### src/rtl/core/mtgp_store.sv
`timescale 1ns / 1ps
`default_nettype none
// ----------------------------------------------------------------------------
// mtgp_store
// Group character memory, one write and one registered read port, with
// forwarding of a write that lands in the same cycle as the read.
// ----------------------------------------------------------------------------
module mtgp_store #(
  parameter int DEPTH = 128,
  parameter int AW    = 7
) (
  input  wire logic          clk_i,
  input  wire logic          wr_en_i,
  input  wire logic [AW-1:0] wr_addr_i,
  input  wire logic [6:0]    wr_data_i,
  input  wire logic          rd_en_i,
  input  wire logic [6:0]    rd_addr_i,
  output logic      [6:0]    rd_data_o
);

  localparam int MW = (AW > 7) ? AW : 7;

  logic [6:0] mem [DEPTH];
  logic [6:0] rd_data_q;
  logic       fwd;

  assign fwd = wr_en_i && (MW'(wr_addr_i) == MW'(rd_addr_i));

  always_ff @(posedge clk_i) begin
    if (wr_en_i) begin
      mem[wr_addr_i] <= wr_data_i;
    end
  end

  always_ff @(posedge clk_i) begin
    if (rd_en_i) begin
      rd_data_q <= fwd ? wr_data_i : mem[AW'(rd_addr_i)];
    end
  end

  assign rd_data_o = rd_data_q;

endmodule
`default_nettype wire

### config.mk
export PLATFORM = sky130hd
export DESIGN_NAME = mtgp_store
export DESIGN_NICKNAME = d
export VERILOG_FILES = /design/src/rtl/core/mtgp_store.sv
export SDC_FILE = /design/constraint.sdc
export NUM_CORES = 1
export LEC_CHECK = 0
export ABC_AREA = 1
export BUFFER_PORTS_ARGS = -buffer_cell sky130_fd_sc_hd__buf_2
export CAP_MARGIN = 20
export CORE_AREA = 5 5 230 287
export CTS_BUF_LIST = sky130_fd_sc_hd__clkbuf_4
export CTS_CLUSTER_DIAMETER = 80
export DETAILED_ROUTE_END_ITERATION = 6
export DIE_AREA = 0 0 235 292
export PLACE_DENSITY = 0.85
export SLEW_MARGIN = 20
export SYNTH_ARGS = -nofsm -noshare
export SYNTH_HDL_FRONTEND = slang
export SYNTH_SLANG_ARGS = --single-unit
export TNS_END_PERCENT = 100
### constraint.sdc
create_clock -name clk_i -period 1.95 [get_ports clk_i]
set_input_delay 0.195 -clock clk_i [delete_from_list [all_inputs] [get_ports clk_i]]
set_output_delay 0.195 -clock clk_i [all_outputs]
set_load 0.02 [all_outputs]
# ---- Yosys cells after proc, flatten, opt, wreduce, memory -nomap -nowiden
# Memory sizes are Yosys's and may differ from the RTL's. A register that Yosys moved wholly into a read port is not among the register bits.
# Index checks and enable logic that the tools add are counted.
# W data, S select, Z words.
dict set report totals {
  n_memories 1
  regBits 0
  ramBits 896
  in_bits 24
  word_cells 3
  output_inout_bits 7
  latchBits 0
  rom_bits 0
}
dict set report op_classes {
  muxes 2
  n_eq_ne 0
  order_cmp 0
  addsub 0
  shift 0
  mul 0
  bitwise_logic 0
  reduce_logical 0
  div 0
}
# memory words word_bits rd rd_ports_with_merged_regs write_ports line_no
set mem_list {}
lappend mem_list {mem 128 7 1 1 1 23} ;# logic [6:0] mem [DEPTH];
# op n
set op_table {}
lappend op_table {{$mux W1} 2}

# ---- Longest topological paths before layout
dict set report depth {
  depth_word 2
  ltp_mapped 14
  depth_no_buf 11
}

# ---- Worst setup path before layout
# Ideal clock, no wire load.
dict set report synth_path {
  path_kind {input port to flip-flop}
  from {input rd_addr_i[1]}
  to {register rd_data_q[2], in the netlist rd_data_o[2], read port of mem, data pin}
  setup_ps 253
  path_buffers 3
  arrival_ps 1260
  required_ps 1697
  path_slack_ps 437
  stages 13
  cell_sequence {buf_4 inv_4 buf_6 buf_2 nand3_1 nand3_1 nand3_1 nand3_1 nand2_1 nand2_1 nand3_1 nand3_1 nand2_1}
}
# element line_no
set synth_rtl {}
lappend synth_rtl {{from (decl)} 17} ;# input wire logic [6:0] rd_addr_i,
lappend synth_rtl {{to (decl)} 24} ;# logic [6:0] rd_data_q;

# ---- Final worst setup path
dict set report layout_path {
  from {register rd_data_q[1], in the netlist rd_data_o[1], read port of mem}
  to {output rd_data_o[1]}
}
# element line_no
set layout_rtl {}
lappend layout_rtl {{to (decl)} 18} ;# output logic [6:0] rd_data_o
# No word-level cell between the ends.

==> impl_metrics.ini <==
[synthesis]
synth_cell_type_count = 23
ys_seq_elements = 903
synth_top_cell_by_area = edfxtp_1
avgSynthCellArea_um2 = 11.9
syn_area_um2 = 37300
synthCells = 3148
synth_top_area_frac = 0.727
synth-seq-area-share = 0.727
yosysWarnings = 0
syn-num-nets = 3172
synth_area_leaders = edfxtp_1 (73%), nand3_1 (11%), nand2_1 (10%)

[setup_path]
crit_buf_inv = 1
arrival_ns = 1.70
critPathLaunch = rd_data_o[1]$_DFFE_PP_
criticalPathCategory = reg2out
endpoint_kind = output pin
crit_family = flip-flops
worstPathMaxFanout = 1
cp_cell_sequence = buf_2
cp-start-kind = flop
slowest_stage = edfxtp_1
slowest_delay_ns = 0.53
critPathRequiredTime_ns = 1.75
r2r_start = mem[91][6]$_DFFE_PP_

[detailed_routing]
first_pass_iters = 7
wl_um = 96500
wl_per_cell_um = 21.7
dr_total_vias = 27000
post-route-drc-count = 6
dr.first_iter.drc_count = 3898
via_per_inst = 6.07
ant_nets = 0

[global_route]
grt_start_max_net_pins = 56
grt.overflow.total = 0
grt_pass1_wl_um = 147000
antenna_found_initial = 5
grtUsageTotal = 0.275
grt_pass1_vias = 26700

[sta]
clock_skew_ns = 0.0556
final-hold-violation-count = 0
drv_slew = 0
slew_headroom = 0.582
fin_crit_sh = 0.971
fin_ws_ns = 0.0562
max_freq_mhz = 528
hold_slack_ns = 0.122
rsz0062_at_grt = no
report.final.setup_viol = 0
worst_pin_slew_ns = 0.627
period_minus_slack_ns = 1.89

[flow_run]
max-cap-violations = 0

[clock_tree]
cts_tree = built
clkTransAtPathRegs_ns = 0.07
cts_hold_buf = 16
cts-resized-gates = 0
cts_setup_buffers = 0
clk_path_buf_depth = 3
htree_levels = 4
cts.sinks = 903
cts_buffers = 193
cts-root-buf = clkbuf_4
insertion_delay_ns = 0.95

[min_path]
hp-class = in2reg
hp-start = rd_addr_i[4]

[placement]
port_buffers = 30
gp_congestion = 0.933
place_hpwl_um = 58800
place_ws_ns = -0.254
dp.cells = 4087

[floorplan]
die_h_um = 292
start_util = 0.592
die_w_um = 235
rows = 103
io_pins = 31
coreArea_um2 = 63000
die_area_um2 = 68600

[final_layout]
nets = 3482
syn_to_final_growth_pct = 13.7
fillers = 3975
fin_cells = 4448
fin_util = 0.673
multi_input_area_um2 = 8710
regArea_um2 = 27100
drive_gt1_frac = 0.166

[status]
violations = design-rule violations
status = finished, violations left

[power_and_ir_drop]
power.leakage_nw = 15.6
ir_drop_v = 0.000686
p_total_mw = 37.9
powerDensity_nw_per_um2 = 893
[synth_stat cells]
| library cell | instances |
|---|---|
| o21ai_0 | 1 |
| xor2_1 | 4 |
| nor3_1 | 8 |
| nor2_1 | 134 |
| edfxtp_1 | 903 |
| buf_2 | 109 |
| inv_8 | 1 |
| buf_1 | 7 |
| buf_4 | 2 |
| buf_8 | 1 |
| inv_1 | 21 |
| clkbuf_1 | 20 |
| clkinv_4 | 1 |
| o22ai_1 | 2 |
| nor4_1 | 1 |
| inv_2 | 1 |
| clkbuf_2 | 1 |
| nand2_1 | 1013 |
| nand3_1 | 852 |
| nand2_4 | 1 |
| inv_4 | 1 |
| a2111oi_4 | 1 |
| buf_6 | 63 |
[area by class of cell]
type,instances,share of cell area
antenna,4,0.000236
clock buffer,269,0.0476
clock inverter,72,0.00802
inverter,25,0.00280
multi-input combinational,2017,0.205
sequential,903,0.639
tap,840,0.0248
timing repair buffer,318,0.0725
[registers in the layout, summed over array words and instances, names as in the netlist]
name       flops
rd_data_o      7
mem          896
[cell families (layout without fill, tap and decap cells)]
kind of cell,count (synthesis),in the layout,synth area share
buffers and inverters,228,684,0.0402
other,0,4,0
AO/OA/AOI/OAI,4,4,0.00121
XOR/XNOR,4,4,0.000939
flip-flops,903,903,0.727
AND/OR/NAND/NOR,2009,2009,0.231
[per-layer routing]
metal | vias to the layer above | part of all wire | global-route usage
met2 | 2179 | 0.49 | 0.459
li1 | 11900 | - | -
met4 | 0 | 0.060 | 0.161
met5 | - | 0 | 0
met1 | 12500 | 0.32 | 0.331
met3 | 436 | 0.13 | 0.0638
[stage by stage]
stage | area, um2 | setup TNS [ns]
after floorplan | 37300 | 0
after global placement | 39900 | -1.35
after detailed placement | 39900 | -1.51
after CTS | 42400 | 0
after global routing | 42400 | 0
final | 42400 | 0
[final timing paths]
| kind | to | slack (ns) | cells past startpoint |
|---|---|---|---|
| max | rd_data_o[1] | 0.06 | 1 |
| min | rd_data_o[5]$_DFFE_PP_ | 0.12 | 7 |
| max reg2reg | rd_data_o[6]$_DFFE_PP_ | 0.17 | 10 |
| min reg2reg | rd_data_o[4]$_DFFE_PP_ | 1.05 | 10 |
[tightest hold or removal path, delay by kind of cell]
family / cells / cell delay [ns]
and+or+nand+nor: 5 / 0.40
buffers and inverters: 2 / 0.35
[cell usage in the layout, fill, tap and decap left out, drive strengths merged, types with 2 or more instances in the layout]
cell type / synthesis / routed
o22ai: 2 / 2
clkinv: 1 / 70
dlygate4sd3: 0 / 16
diode: 0 / 4
inv: 24 / 25
clkbuf: 21 / 269
buf: 182 / 302
edfxtp: 903 / 903
nor2: 134 / 134
xor2: 4 / 4
bufinv: 0 / 2
nand2: 1014 / 1014
nor3: 8 / 8
nand3: 852 / 852
[report_power, final]
group / switching (mW) / leakage, nW / internal [mW] / total (mW)
clock: 6.98 / 1.41 / 6.64 / 13.6
combinational: 1.97 / 6.10 / 0.850 / 2.83
sequential: 0.0344 / 8.12 / 21.4 / 21.5
total: 8.99 / 15.6 / 28.9 / 37.9
(Power assumes the default switching activity.)
